`src/design/bounded_unordered_set_top_macros.svh`:
```
// assertion macros used by the top-level design file
`ifndef BOUNDED_UNORDERED_SET_TOP_MACROS_SVH
`define BOUNDED_UNORDERED_SET_TOP_MACROS_SVH

`ifndef SYNTHESIS

// same-cycle implication
`define BSET_ASSERT_IMP(label, clk, rst_n, ante, cons) \
    label: assert property (@(posedge clk) disable iff (!(rst_n)) (ante) |-> (cons)) \
        else $error("bset assertion failed");

// next-cycle implication
`define BSET_ASSERT_NXT(label, clk, rst_n, ante, cons) \
    label: assert property (@(posedge clk) disable iff (!(rst_n)) (ante) |=> (cons)) \
        else $error("bset assertion failed");

`else

`define BSET_ASSERT_IMP(label, clk, rst_n, ante, cons)
`define BSET_ASSERT_NXT(label, clk, rst_n, ante, cons)

`endif

`endif

```
`src/design/bset_pkg.sv`:
```
package bset_pkg;

    localparam int CAPACITY_DEF = 16;

    localparam int FUNC_W   = 2;
    localparam int KEY_W    = 8;
    localparam int STATUS_W = 3;
    localparam int COUNT_W  = 5;

    // operations
    localparam logic [FUNC_W-1:0] F_INSERT = 2'd0;
    localparam logic [FUNC_W-1:0] F_REMOVE = 2'd1;
    localparam logic [FUNC_W-1:0] F_LOOKUP = 2'd2;
    localparam logic [FUNC_W-1:0] F_CLEAR  = 2'd3;

    // result status
    localparam logic [STATUS_W-1:0] ST_DONE    = 3'd0;
    localparam logic [STATUS_W-1:0] ST_FULL    = 3'd1;
    localparam logic [STATUS_W-1:0] ST_PRESENT = 3'd2;
    localparam logic [STATUS_W-1:0] ST_EMPTY   = 3'd3;
    localparam logic [STATUS_W-1:0] ST_MISSING = 3'd4;

    // microprogram addresses
    localparam int UPC_W = 5;
    localparam logic [UPC_W-1:0] P_IDLE    = 5'd0;
    localparam logic [UPC_W-1:0] P_DISP    = 5'd1;
    localparam logic [UPC_W-1:0] P_DISP2   = 5'd2;
    localparam logic [UPC_W-1:0] P_DISP3   = 5'd3;
    localparam logic [UPC_W-1:0] P_INS     = 5'd4;
    localparam logic [UPC_W-1:0] P_REM     = 5'd5;
    localparam logic [UPC_W-1:0] P_SCAN    = 5'd6;
    localparam logic [UPC_W-1:0] P_RES     = 5'd7;
    localparam logic [UPC_W-1:0] P_FND     = 5'd8;
    localparam logic [UPC_W-1:0] P_FND2    = 5'd9;
    localparam logic [UPC_W-1:0] P_MISS    = 5'd10;
    localparam logic [UPC_W-1:0] P_RDLAST  = 5'd11;
    localparam logic [UPC_W-1:0] P_MOVE    = 5'd12;
    localparam logic [UPC_W-1:0] P_APPEND  = 5'd13;
    localparam logic [UPC_W-1:0] P_CLR     = 5'd14;
    localparam logic [UPC_W-1:0] P_E_FULL  = 5'd15;
    localparam logic [UPC_W-1:0] P_E_EMPTY = 5'd16;
    localparam logic [UPC_W-1:0] P_E_PRES  = 5'd17;
    localparam logic [UPC_W-1:0] P_E_OK    = 5'd18;
    localparam logic [UPC_W-1:0] P_E_MISS  = 5'd19;
    localparam logic [UPC_W-1:0] P_EMIT    = 5'd20;

    // jump conditions
    localparam int COND_W = 4;
    localparam logic [COND_W-1:0] C_ALWAYS = 4'd0;
    localparam logic [COND_W-1:0] C_IN     = 4'd1;
    localparam logic [COND_W-1:0] C_INS    = 4'd2;
    localparam logic [COND_W-1:0] C_REM    = 4'd3;
    localparam logic [COND_W-1:0] C_CLR    = 4'd4;
    localparam logic [COND_W-1:0] C_FULL   = 4'd5;
    localparam logic [COND_W-1:0] C_EMPTY  = 4'd6;
    localparam logic [COND_W-1:0] C_SEND   = 4'd7;
    localparam logic [COND_W-1:0] C_FOUND  = 4'd8;
    localparam logic [COND_W-1:0] C_OFREE  = 4'd9;

    // datapath actions
    localparam int ACT_W = 3;
    localparam logic [ACT_W-1:0] A_NONE   = 3'd0;
    localparam logic [ACT_W-1:0] A_LOAD   = 3'd1;
    localparam logic [ACT_W-1:0] A_SCAN   = 3'd2;
    localparam logic [ACT_W-1:0] A_RDLAST = 3'd3;
    localparam logic [ACT_W-1:0] A_MOVE   = 3'd4;
    localparam logic [ACT_W-1:0] A_APPEND = 3'd5;
    localparam logic [ACT_W-1:0] A_CLEAR  = 3'd6;
    localparam logic [ACT_W-1:0] A_EMIT   = 3'd7;

    typedef struct packed {
        logic [COND_W-1:0]   cond;
        logic [UPC_W-1:0]    jump;
        logic [UPC_W-1:0]    next;
        logic [ACT_W-1:0]    act;
        logic                set_st;
        logic [STATUS_W-1:0] st;
    } t_uword;

    function automatic t_uword mk(
        input logic [COND_W-1:0]   cond,
        input logic [UPC_W-1:0]    jump,
        input logic [UPC_W-1:0]    next,
        input logic [ACT_W-1:0]    act,
        input logic                set_st,
        input logic [STATUS_W-1:0] st
    );
        t_uword w;
        w.cond   = cond;
        w.jump   = jump;
        w.next   = next;
        w.act    = act;
        w.set_st = set_st;
        w.st     = st;
        return w;
    endfunction

    // control store
    function automatic t_uword ucode(input logic [UPC_W-1:0] a);
        t_uword w;
        unique case (a)
            P_IDLE:    w = mk(C_IN,     P_DISP,   P_IDLE,    A_LOAD,   1'b0, ST_DONE);
            P_DISP:    w = mk(C_INS,    P_INS,    P_DISP2,   A_NONE,   1'b0, ST_DONE);
            P_DISP2:   w = mk(C_REM,    P_REM,    P_DISP3,   A_NONE,   1'b0, ST_DONE);
            P_DISP3:   w = mk(C_CLR,    P_CLR,    P_SCAN,    A_NONE,   1'b0, ST_DONE);
            P_INS:     w = mk(C_FULL,   P_E_FULL, P_SCAN,    A_NONE,   1'b0, ST_DONE);
            P_REM:     w = mk(C_EMPTY,  P_E_EMPTY, P_SCAN,   A_NONE,   1'b0, ST_DONE);
            P_SCAN:    w = mk(C_SEND,   P_RES,    P_SCAN,    A_SCAN,   1'b0, ST_DONE);
            P_RES:     w = mk(C_FOUND,  P_FND,    P_MISS,    A_NONE,   1'b0, ST_DONE);
            P_FND:     w = mk(C_INS,    P_E_PRES, P_FND2,    A_NONE,   1'b0, ST_DONE);
            P_FND2:    w = mk(C_REM,    P_RDLAST, P_E_OK,    A_NONE,   1'b0, ST_DONE);
            P_MISS:    w = mk(C_INS,    P_APPEND, P_E_MISS,  A_NONE,   1'b0, ST_DONE);
            P_RDLAST:  w = mk(C_ALWAYS, P_MOVE,   P_MOVE,    A_RDLAST, 1'b0, ST_DONE);
            P_MOVE:    w = mk(C_ALWAYS, P_EMIT,   P_EMIT,    A_MOVE,   1'b1, ST_DONE);
            P_APPEND:  w = mk(C_ALWAYS, P_EMIT,   P_EMIT,    A_APPEND, 1'b1, ST_DONE);
            P_CLR:     w = mk(C_ALWAYS, P_EMIT,   P_EMIT,    A_CLEAR,  1'b1, ST_DONE);
            P_E_FULL:  w = mk(C_ALWAYS, P_EMIT,   P_EMIT,    A_NONE,   1'b1, ST_FULL);
            P_E_EMPTY: w = mk(C_ALWAYS, P_EMIT,   P_EMIT,    A_NONE,   1'b1, ST_EMPTY);
            P_E_PRES:  w = mk(C_ALWAYS, P_EMIT,   P_EMIT,    A_NONE,   1'b1, ST_PRESENT);
            P_E_OK:    w = mk(C_ALWAYS, P_EMIT,   P_EMIT,    A_NONE,   1'b1, ST_DONE);
            P_E_MISS:  w = mk(C_ALWAYS, P_EMIT,   P_EMIT,    A_NONE,   1'b1, ST_MISSING);
            P_EMIT:    w = mk(C_OFREE,  P_IDLE,   P_EMIT,    A_EMIT,   1'b0, ST_DONE);
            default:   w = mk(C_ALWAYS, P_IDLE,   P_IDLE,    A_NONE,   1'b0, ST_DONE);
        endcase
        return w;
    endfunction

endpackage

```
`src/design/bounded_unordered_set_top.sv`:
```
// bounded unordered set of byte keys: holds up to CAPACITY distinct keys in a
// small ram plus a count. each input word carries an operation (insert if new,
// remove, lookup, clear) and a key, and gives exactly one result word with a
// status, the count after the operation and full/empty flags. control is a
// microprogram in a constant control store: one control word per step, a
// program counter and conditional jumps drive a datapath of one ram read
// port, one key comparator and the count register. one word is worked on at a
// time; the search compares one stored entry per cycle, and the next word can
// be taken the cycle after a result is registered. the result sits in an output
// register, so a new word is accepted while the previous result still waits
// downstream. the ram needs no clearing after reset since only entries below
// the count are read.
`include "bounded_unordered_set_top_macros.svh"

module bounded_unordered_set_top #(
    parameter int CAPACITY = bset_pkg::CAPACITY_DEF
) (
    input  logic                          i_clk,
    input  logic                          i_rst_n,
    // input word
    input  logic                          i_in_valid,
    output logic                          o_in_ready,
    input  logic [bset_pkg::FUNC_W-1:0]   i_func,
    input  logic [bset_pkg::KEY_W-1:0]    i_key,
    // result word
    output logic                          o_out_valid,
    input  logic                          i_out_ready,
    output logic [bset_pkg::STATUS_W-1:0] o_status,
    output logic [bset_pkg::COUNT_W-1:0]  o_count,
    output logic                          o_full_res,
    output logic                          o_empty_res
);

    import bset_pkg::*;

    // count holds 0..CAPACITY, address covers 0..CAPACITY-1
    localparam int CW    = $clog2(CAPACITY + 1);
    localparam int AW    = (CAPACITY > 1) ? $clog2(CAPACITY) : 1;
    localparam int CW_EX = (CW > COUNT_W) ? CW : COUNT_W;

    // sequencer
    logic [UPC_W-1:0] r_upc;
    logic [UPC_W-1:0] n_upc;
    t_uword           w;
    logic             cond_true;

    // datapath
    logic [FUNC_W-1:0]   r_op;
    logic [KEY_W-1:0]    r_key;
    logic [CW-1:0]       r_held;
    logic [CW-1:0]       n_held;
    logic [CW-1:0]       r_idx;
    logic                r_pend;
    logic                r_found;
    logic [AW-1:0]       r_slot;
    logic [STATUS_W-1:0] r_status;

    // output register
    logic                r_out_valid;
    logic [STATUS_W-1:0] r_o_status;
    logic [COUNT_W-1:0]  r_o_count;
    logic                r_o_full;
    logic                r_o_empty;

    // ram port
    logic              ram_we;
    logic [AW-1:0]     ram_waddr;
    logic [KEY_W-1:0]  ram_wdata;
    logic [AW-1:0]     ram_raddr;
    logic [KEY_W-1:0]  ram_rdata;

    logic              in_acc;
    logic              out_free;
    logic              hit;
    logic              scan_end;
    logic [CW-1:0]     idx_prev;
    logic [CW-1:0]     held_dec;
    logic [CW_EX-1:0]  held_ex;

    assign in_acc   = i_in_valid && o_in_ready;
    assign out_free = !r_out_valid || i_out_ready;

    // the ram returns the entry addressed in the previous scan cycle
    assign hit      = r_pend && (ram_rdata == r_key);
    assign scan_end = hit || (r_idx == r_held);
    assign idx_prev = r_idx - CW'(1);
    assign held_dec = r_held - CW'(1);
    assign held_ex  = CW_EX'(r_held);

    assign w = ucode(r_upc);

    // jump condition select
    always_comb begin
        unique case (w.cond)
            C_ALWAYS: cond_true = 1'b1;
            C_IN:     cond_true = i_in_valid;
            C_INS:    cond_true = (r_op == F_INSERT);
            C_REM:    cond_true = (r_op == F_REMOVE);
            C_CLR:    cond_true = (r_op == F_CLEAR);
            C_FULL:   cond_true = (r_held == CW'(CAPACITY));
            C_EMPTY:  cond_true = (r_held == '0);
            C_SEND:   cond_true = scan_end;
            C_FOUND:  cond_true = r_found;
            C_OFREE:  cond_true = out_free;
            default:  cond_true = 1'b0;
        endcase
    end

    assign n_upc      = cond_true ? w.jump : w.next;
    assign o_in_ready = (r_upc == P_IDLE);

    // ram addressing: scan reads at the index, remove reads the last entry
    always_comb begin
        ram_raddr = r_idx[AW-1:0];
        ram_we    = 1'b0;
        ram_waddr = r_slot;
        ram_wdata = ram_rdata;
        n_held    = r_held;
        case (w.act)
            A_RDLAST: begin
                ram_raddr = held_dec[AW-1:0];
            end
            A_MOVE: begin
                // last entry fills the hole
                ram_we = 1'b1;
                n_held = held_dec;
            end
            A_APPEND: begin
                ram_we    = 1'b1;
                ram_waddr = r_held[AW-1:0];
                ram_wdata = r_key;
                n_held    = r_held + CW'(1);
            end
            A_CLEAR: begin
                n_held = '0;
            end
            default: begin
            end
        endcase
    end

    bset_ram #(
        .WIDTH(KEY_W),
        .DEPTH(CAPACITY)
    ) u_ram (
        .i_clk  (i_clk),
        .i_we   (ram_we),
        .i_waddr(ram_waddr),
        .i_wdata(ram_wdata),
        .i_raddr(ram_raddr),
        .o_rdata(ram_rdata)
    );

    // control state
    always_ff @(posedge i_clk) begin
        if (!i_rst_n) begin
            r_upc       <= P_IDLE;
            r_held      <= '0;
            r_out_valid <= 1'b0;
            r_pend      <= 1'b0;
        end else begin
            r_upc  <= n_upc;
            r_held <= n_held;
            if (w.act == A_LOAD) begin
                r_pend <= 1'b0;
            end else if (w.act == A_SCAN && !scan_end) begin
                r_pend <= 1'b1;
            end
            if (w.act == A_EMIT && out_free) begin
                r_out_valid <= 1'b1;
            end else if (i_out_ready) begin
                r_out_valid <= 1'b0;
            end
        end
    end

    // payload registers
    always_ff @(posedge i_clk) begin
        if (w.act == A_LOAD && in_acc) begin
            r_op  <= i_func;
            r_key <= i_key;
        end
        if (w.act == A_LOAD) begin
            r_idx <= '0;
        end else if (w.act == A_SCAN) begin
            r_found <= hit;
            r_slot  <= idx_prev[AW-1:0];
            if (!scan_end) begin
                r_idx <= r_idx + CW'(1);
            end
        end
        if (w.set_st) begin
            r_status <= w.st;
        end
        if (w.act == A_EMIT && out_free) begin
            r_o_status <= r_status;
            r_o_count  <= held_ex[COUNT_W-1:0];
            r_o_full   <= (r_held == CW'(CAPACITY));
            r_o_empty  <= (r_held == '0);
        end
    end

    assign o_out_valid = r_out_valid;
    assign o_status    = r_o_status;
    assign o_count     = r_o_count;
    assign o_full_res  = r_o_full;
    assign o_empty_res = r_o_empty;

    // count never passes capacity
    `BSET_ASSERT_IMP(a_held_bound, i_clk, i_rst_n, 1'b1, r_held <= CW'(CAPACITY))
    // an accepted word always starts at dispatch
    `BSET_ASSERT_NXT(a_accept_disp, i_clk, i_rst_n, in_acc, r_upc == P_DISP)
    // a result appears only from the emit step
    `BSET_ASSERT_NXT(a_emit_only, i_clk, i_rst_n, !o_out_valid && r_upc != P_EMIT, !o_out_valid)
    // the count moves by at most one except on clear
    `BSET_ASSERT_NXT(a_held_step, i_clk, i_rst_n, w.act != A_CLEAR,
        r_held == $past(r_held) || r_held == $past(r_held) + CW'(1) || r_held == $past(held_dec))

endmodule

```
`src/design/bset_ram.sv`:
```
module bset_ram #(
    parameter int WIDTH = 8,
    parameter int DEPTH = 16
) (
    input  logic                                  i_clk,
    input  logic                                  i_we,
    input  logic [(DEPTH > 1 ? $clog2(DEPTH) : 1)-1:0] i_waddr,
    input  logic [WIDTH-1:0]                      i_wdata,
    input  logic [(DEPTH > 1 ? $clog2(DEPTH) : 1)-1:0] i_raddr,
    output logic [WIDTH-1:0]                      o_rdata
);

    logic [WIDTH-1:0] r_mem [DEPTH];
    logic [WIDTH-1:0] r_rdata;

    always_ff @(posedge i_clk) begin
        if (i_we) begin
            r_mem[i_waddr] <= i_wdata;
        end
        r_rdata <= r_mem[i_raddr];
    end

    assign o_rdata = r_rdata;

endmodule

```
`config.mk`:
```
export PLATFORM = sky130hd
export DESIGN_NAME = bounded_unordered_set_top
export DESIGN_NICKNAME = d
export VERILOG_FILES = /design/src/design/bset_pkg.sv /design/src/design/bounded_unordered_set_top.sv /design/src/design/bset_ram.sv
export VERILOG_INCLUDE_DIRS = /design/src /design/src/design
export SDC_FILE = /design/constraint.sdc
export NUM_CORES = 1
export LEC_CHECK = 0
export BUFFER_PORTS_ARGS = -buffer_cell sky130_fd_sc_hd__buf_2
export CAP_MARGIN = 20
export CORE_ASPECT_RATIO = 1.75
export CORE_MARGIN = 3
export CORE_UTILIZATION = 62
export CTS_CLUSTER_DIAMETER = 150
export DETAILED_ROUTE_END_ITERATION = 6
export PLACE_DENSITY = 0.82
export SLEW_MARGIN = 20
export SYNTH_ARGS = -nofsm -noshare
export SYNTH_HDL_FRONTEND = slang
export SYNTH_SLANG_ARGS = --single-unit
export TNS_END_PERCENT = 50
```
`constraint.sdc`:
```
create_clock -name i_clk -period 4.05 [get_ports i_clk]
set_clock_uncertainty 0.2 [all_clocks]
set_input_delay 0.2025 -clock i_clk [delete_from_list [all_inputs] [get_ports i_clk]]
set_output_delay 0.2025 -clock i_clk [all_outputs]
set_load 0.01 [all_outputs]
```
* Word level (Yosys, flattened, before mapping)
Memories as Yosys holds them, arrays and structs flattened. A register that Yosys moved wholly into a read port is not among the register bits.
Cells that the tools add are included.
** Cells by class
- Reduce and logical (&&, ||, !) cells :: 19
- Bitwise gates (word level) :: 3
- Eq/ne operators :: 21
- Multiplexer cells :: 12
- Add/sub/neg operators :: 4
** Operator list (number)
- $eq 4x3->1 const B :: 4
- $pmux 5 s3 :: 1
- $eq 3x3->1 const B :: 4
- $add 5x1->5 const B :: 2
- $logic_not 5->1 :: 2
- $mux 5 :: 2
- $pmux 1 s10 :: 1
- $eq 4x2->1 const B :: 2
- $eq 4x4->1 const B :: 2
- $eq 8x8->1 :: 1
- $mux 4 :: 2
- $mux 8 :: 1
- $eq 3x2->1 const B :: 2
- $eq 5x5->1 :: 1
- $eq 5x5->1 const B :: 1
- $logic_and 1x1->1 :: 5
- $mux 1 :: 5
- $sub 5x1->5 const B :: 1
- $eq 4x1->1 const B :: 1
- $logic_not 4->1 :: 1
- $reduce_and 2->1 :: 2
- $reduce_or 2->1 :: 2
- $sub 4x1->4 const B :: 1
- $eq 3x1->1 const B :: 1
- 8 further kinds :: 12
** Storage, ports and cells
- ROM bits :: 672
- Bits of input ports :: 14
- Memories :: 2
- Memory bits (writable) :: 128
- Register bits after elaboration :: 45
** Memory list
- (no name shown) :: depth 32, width 21, read ports 1, clocked after Yosys merged registers in 1, wr ports 0, RTL line bset_pkg.sv:101 : unique case (a)
- u_ram.r_mem :: depth 16, width 8, read ports 1, clocked after Yosys merged registers in 1, wr ports 1, RTL line bset_ram.sv:13 : logic [WIDTH-1:0] r_mem [DEPTH];

* Longest topological paths before layout
- Depth after elaboration :: 6
- Depth in mapped cells :: 15
- Gate-level depth less buffers :: 13

* By module
From an unflattened synthesis, not the netlist that was laid out.
** Unflattened totals
- Cells, all modules :: 572
- Area, all modules :: 8536.9 um^2
** By module, submodules not included
- bset_ram :: area each 5147.4 um^2, cells an instance 229, times used 1
- bounded_unordered_set_top :: area each 3389.5 um^2, cells an instance 343, times used 1

* Worst setup path after synthesis
OpenSTA, ideal clock, no wires.
- Kind :: flip-flop to flip-flop
- Start point :: register r_held[0], in the netlist held_ex[0]
- End point :: register w[0] (netlist name)
- Required time :: 3733 ps
- Setup time :: 117 ps
- Stages on the path, launching flop included :: 14
- Path slack :: 876 ps
- Arrival :: 2858 ps
- Period minus slack after synthesis :: 3174 ps
- Buffers on the path :: 3
- Cell sequence :: dfxtp_1 -> buf_2 -> inv_1 -> ha_1 -> nand2_1 -> o21ai_1 -> nor4_2 -> buf_6 -> mux2i_1 -> inv_1 -> ha_1 -> clkbuf_1 -> and3_1 -> a22o_1
** Between the ends
- Longest elaborated chain between the ends :: 5
- Elaborated cells on any way between the ends :: 7
** RTL lines
- from (decl) :: RTL line bounded_unordered_set_top.sv:50 : logic [CW-1:0] r_held;
- from (signal assigned) :: RTL line bounded_unordered_set_top.sv:163 : r_held <= n_held;
- $eq 5x5->1 :: RTL line bounded_unordered_set_top.sv:85 : assign scan_end = hit || (r_idx == r_held);
- $logic_or 1x1->1 :: RTL line bounded_unordered_set_top.sv:85
- $pmux 1 s10 (*) :: RTL line bounded_unordered_set_top.sv:94 : unique case (w.cond)
- $mux 5 (*) :: RTL line bounded_unordered_set_top.sv:109 : assign n_upc = cond_true ? w.jump : w.next;
- $mux 5 (no source line) (*)
Mark *: on every way between the ends. The rest lies on a longest branch, timed or not.
A chain may end at the register's enable or synchronous reset.

* Worst setup path after layout
- Start point :: register r_held[0], in the netlist held_ex[0]
- End point :: register w[19] (netlist name)
** Between the ends
- Longest elaborated chain between the ends :: 5
- Elaborated cells on any way between the ends :: 7
** RTL lines (RTL line)
- $eq 5x5->1 :: bounded_unordered_set_top.sv:85
- $logic_or 1x1->1 :: bounded_unordered_set_top.sv:85
- $pmux 1 s10 (*) :: bounded_unordered_set_top.sv:94
- $mux 5 (*) :: bounded_unordered_set_top.sv:109
- $mux 5 (no source line) (*)
Marked as above.

==> run summary <==
Via count -> 5024
Synth Flop Type -> edfxtp_1
Final WL -> 18230 um
Area delta synth->final -> 12.11%
Seq/Total Area, Yosys -> 0.6561
Sw power -> 1.407 mW
First-pass GRT wire length -> 28650 um
Synth top area share -> 0.5483
DR WL/cell -> 22.31 um
#FFs+latches synth -> 202
CTS Sinks -> 202
YS warnings -> 0
Initial DRC count -> 432
DP HPWL -> 12460 um
Average size of a mapped cell -> 14.58 sq um
CORE AREA -> 13450 sq um
F_max -> 281.2 MHz
GRT Util Overall -> 0.2546
Num ports -> 26
Mapped Nets -> 612
EDFF count, synth -> 156
Non-Filler Instances -> 817
CTS Buf Count -> 18
Port Buffers -> 25
Netlist cell types -> 55
DRT Pass-1 Iters -> 5
Initial core utilization -> 0.6350
Max H-tree Level -> 1
Async SR Flop Fraction -> 0
FP Rows -> 56
Sequential power share -> 0.486
Setup TNS Final -> 0 ps
Worst Tran Pin Value -> 949.2 ps
Min Hold Slack -> 191.3 ps
CTS tree -> done
Synth top area cells -> edfxtp_1, dfxtp_1, mux4_2
Clk_lat worst skew -> 470 ps
Final setup fails -> 0
CP required -> 4220 ps
# nets final -> 657
Layout cell share with drive strength beyond 1 -> 0.2100
Fin. Hold Viols -> 0
CP Launch Type -> flip-flop
CP max FO -> 12
Maximum VDD drop -> 0.4049 mV
Clock power share -> 0.325
Crit. End Element -> flip-flop
Max Root-Sink Buffers -> 3
Arr. time, crit path -> 3720 ps
Status -> completed
Gp weighted congestion -> 0.9713
Post-Synthesis Cells -> 586
Initial antenna violation count -> 0
Die H -> 161.3 um
Cell Area, Synth -> 8543 sq um
Area leader, netlist -> edfxtp_1
Drt via density -> 6.149
Sw frac -> 0.2688
Static leakage -> 3.409 nW
Ant. Diodes -> 0
DRC viols -> 0
Antenna-violating nets left -> 0
GRT Residual Overflow -> 0
Pint -> 3.829 mW
Clock Pin Slew Worst Setup and Hold Paths -> 70 ps
Min Clock Period, post-route -> 3556 ps
Largest net degree at the start of global routing -> 23
Vias in the first global route -> 5269
Period utilisation layout -> 0.8781
CTS root buf -> clkbuf_16
HP Class -> in2reg
Proportion of power drawn by combinational gates -> 0.189
Total power per unit cell area -> 546.8 nW/um^2
Die W -> 94.74 um
# placed instances -> 772
RSZ-0062 raised after global routing -> false
Max-slew violations -> 0
Max_cap viols -> 0
DIE AREA -> 15280 sq um
Crit Path Category -> reg2reg
Slew HR -> 0.3649
CTS resizes -> 0
Fillcell total -> 893
-- power groups by stage --
stage | combinational [mW] | clock [mW] | sequential [mW]
final | 0.991 | 1.70 | 2.55
after global placement | 0.942 | 0 | 2.58
after global routing | 1.08 | 1.81 | 2.55
after floorplan | 0.752 | 0 | 2.53
after detailed placement | 0.967 | 0 | 2.58
after CTS | 0.989 | 1.71 | 2.54
-- metrics by stage --
stage | worst slack, ps | cell area, sq um | total power, mW | util
2_1_floorplan | 875.6 | 8543 | 3.285 | -
3_3_place_gp | 765.1 | 8855 | 3.521 | 0.6582
3_5_place_dp | 504.7 | 8855 | 3.552 | 0.6582
4_1_cts | 488.7 | 9578 | 5.247 | 0.7120
5_1_grt | 180.7 | 9578 | 5.448 | 0.7120
6_report | 493.5 | 9578 | 5.237 | 0.7120
-- cells in the final DEF (no fill, tap or decap), drive strengths merged, types with 4 or more instances in the layout --
cell type	n
a21oi	18
and3	5
buf	45
clkbuf	24
clkinv	6
dfxtp	46
dlygate4sd3	13
edfxtp	156
ha	12
inv	15
mux2	19
mux2i	18
mux4	32
nand2	42
nand2b	9
nand3	11
nand3b	4
nand4	4
nor2	57
nor2b	6
nor3	10
o21ai	27
xnor2	17
xor2	5
-- logic make-up after synthesis --
kind of cell,share of synthesized area
flip-flops,0.6561
AND/OR/NAND/NOR,0.09036
AO/OA/AOI/OAI,0.05287
multiplexers,0.1309
buffers and inverters,0.02958
XOR/XNOR,0.02255
adder cells (fa/ha/maj),0.01757
-- what timing repair did --
item	in CTS	in global routing
setup buffers	0	0
hold endpoints to repair	17	0
hold buffers	13	0
-- flip-flops by register name, summed over array words and instances, names as in the netlist --
signal         count
r_pend             1
r_op               2
o_status           3
w                 21
held_ex            5
r_slot             4
r_key              8
u_ram.o_rdata      8
o_full_res         1
u_ram.r_mem      128
r_idx              5
r_found            1
o_empty_res        1
o_out_valid        1
r_status           3
r_upc              5
o_count            5
-- layer usage --
| metal | part of all wire | global-route usage | vias to the layer above |
|---|---|---|---|
| met5 | 0 | 0 | - |
| met4 | 0.048 | 0.1202 | 0 |
| met3 | 0.037 | 0.02982 | 58 |
| met2 | 0.59 | 0.4870 | 185 |
| met1 | 0.33 | 0.2669 | 2501 |
| li1 | - | - | 2280 |
-- critical path: stages (launching register included) --
cell       delay [ps]
dfxtp_1           580
inv_1             160
ha_1              240
nand2_1           100
o21ai_1            90
nor4_2            530
mux2i_1           180
nand2b_1          290
inv_1             200
ha_1              370
nor2_1            150
a2111oi_2         360
-- synthesized netlist by cell type (2+ instances only) --
| library cell | number |
|---|---|
| ha_1 | 12 |
| o21a_1 | 2 |
| clkbuf_1 | 8 |
| inv_1 | 13 |
| o21ai_1 | 4 |
| buf_2 | 13 |
| buf_4 | 7 |
| o22ai_1 | 3 |
| a32o_1 | 2 |
| a21oi_1 | 17 |
| nor2_1 | 56 |
| a22oi_1 | 3 |
| nand3_1 | 11 |
| and4bb_2 | 2 |
| nor3b_1 | 2 |
| nand2b_1 | 9 |
| nand4_1 | 4 |
| inv_2 | 2 |
| and3_1 | 5 |
| and2_1 | 3 |
| nand2_1 | 42 |
| nor3_1 | 10 |
| mux4_2 | 32 |
| a31oi_1 | 3 |
| nand3b_1 | 4 |
| dfxtp_1 | 46 |
| a22o_1 | 2 |
| xor2_1 | 5 |
| a211oi_1 | 3 |
| xnor2_1 | 17 |
| edfxtp_1 | 156 |
| o21ai_0 | 23 |
| mux2_2 | 18 |
| buf_6 | 4 |
| nor2b_1 | 6 |
| mux2i_1 | 18 |
-- path summary, 6_finish.rpt --
| path | start | slack, ps | cells after the start | endpoint |
|---|---|---|---|---|
| setup / recovery | held_ex[0] | 490 | 11 | w[19] |
| hold / removal | i_in_valid | 190 | 2 | r_op[1] |
| setup reg to reg | held_ex[0] | 490 | 11 | w[19] |
| hold reg to reg | w[1] | 210 | 0 | r_status[1] |
-- final cells by class --
type	instances	area [sq um]	share of cell area
clock inverter	8	88.84	0.009275
multi-input combinational	336	2700	0.2819
timing repair buffer	58	405.4	0.04233
inverter	15	56.30	0.005879
clock buffer	24	504.2	0.05265
tap	174	217.7	0.02273
sequential	202	5605	0.5852
(Power assumes the default switching activity.)
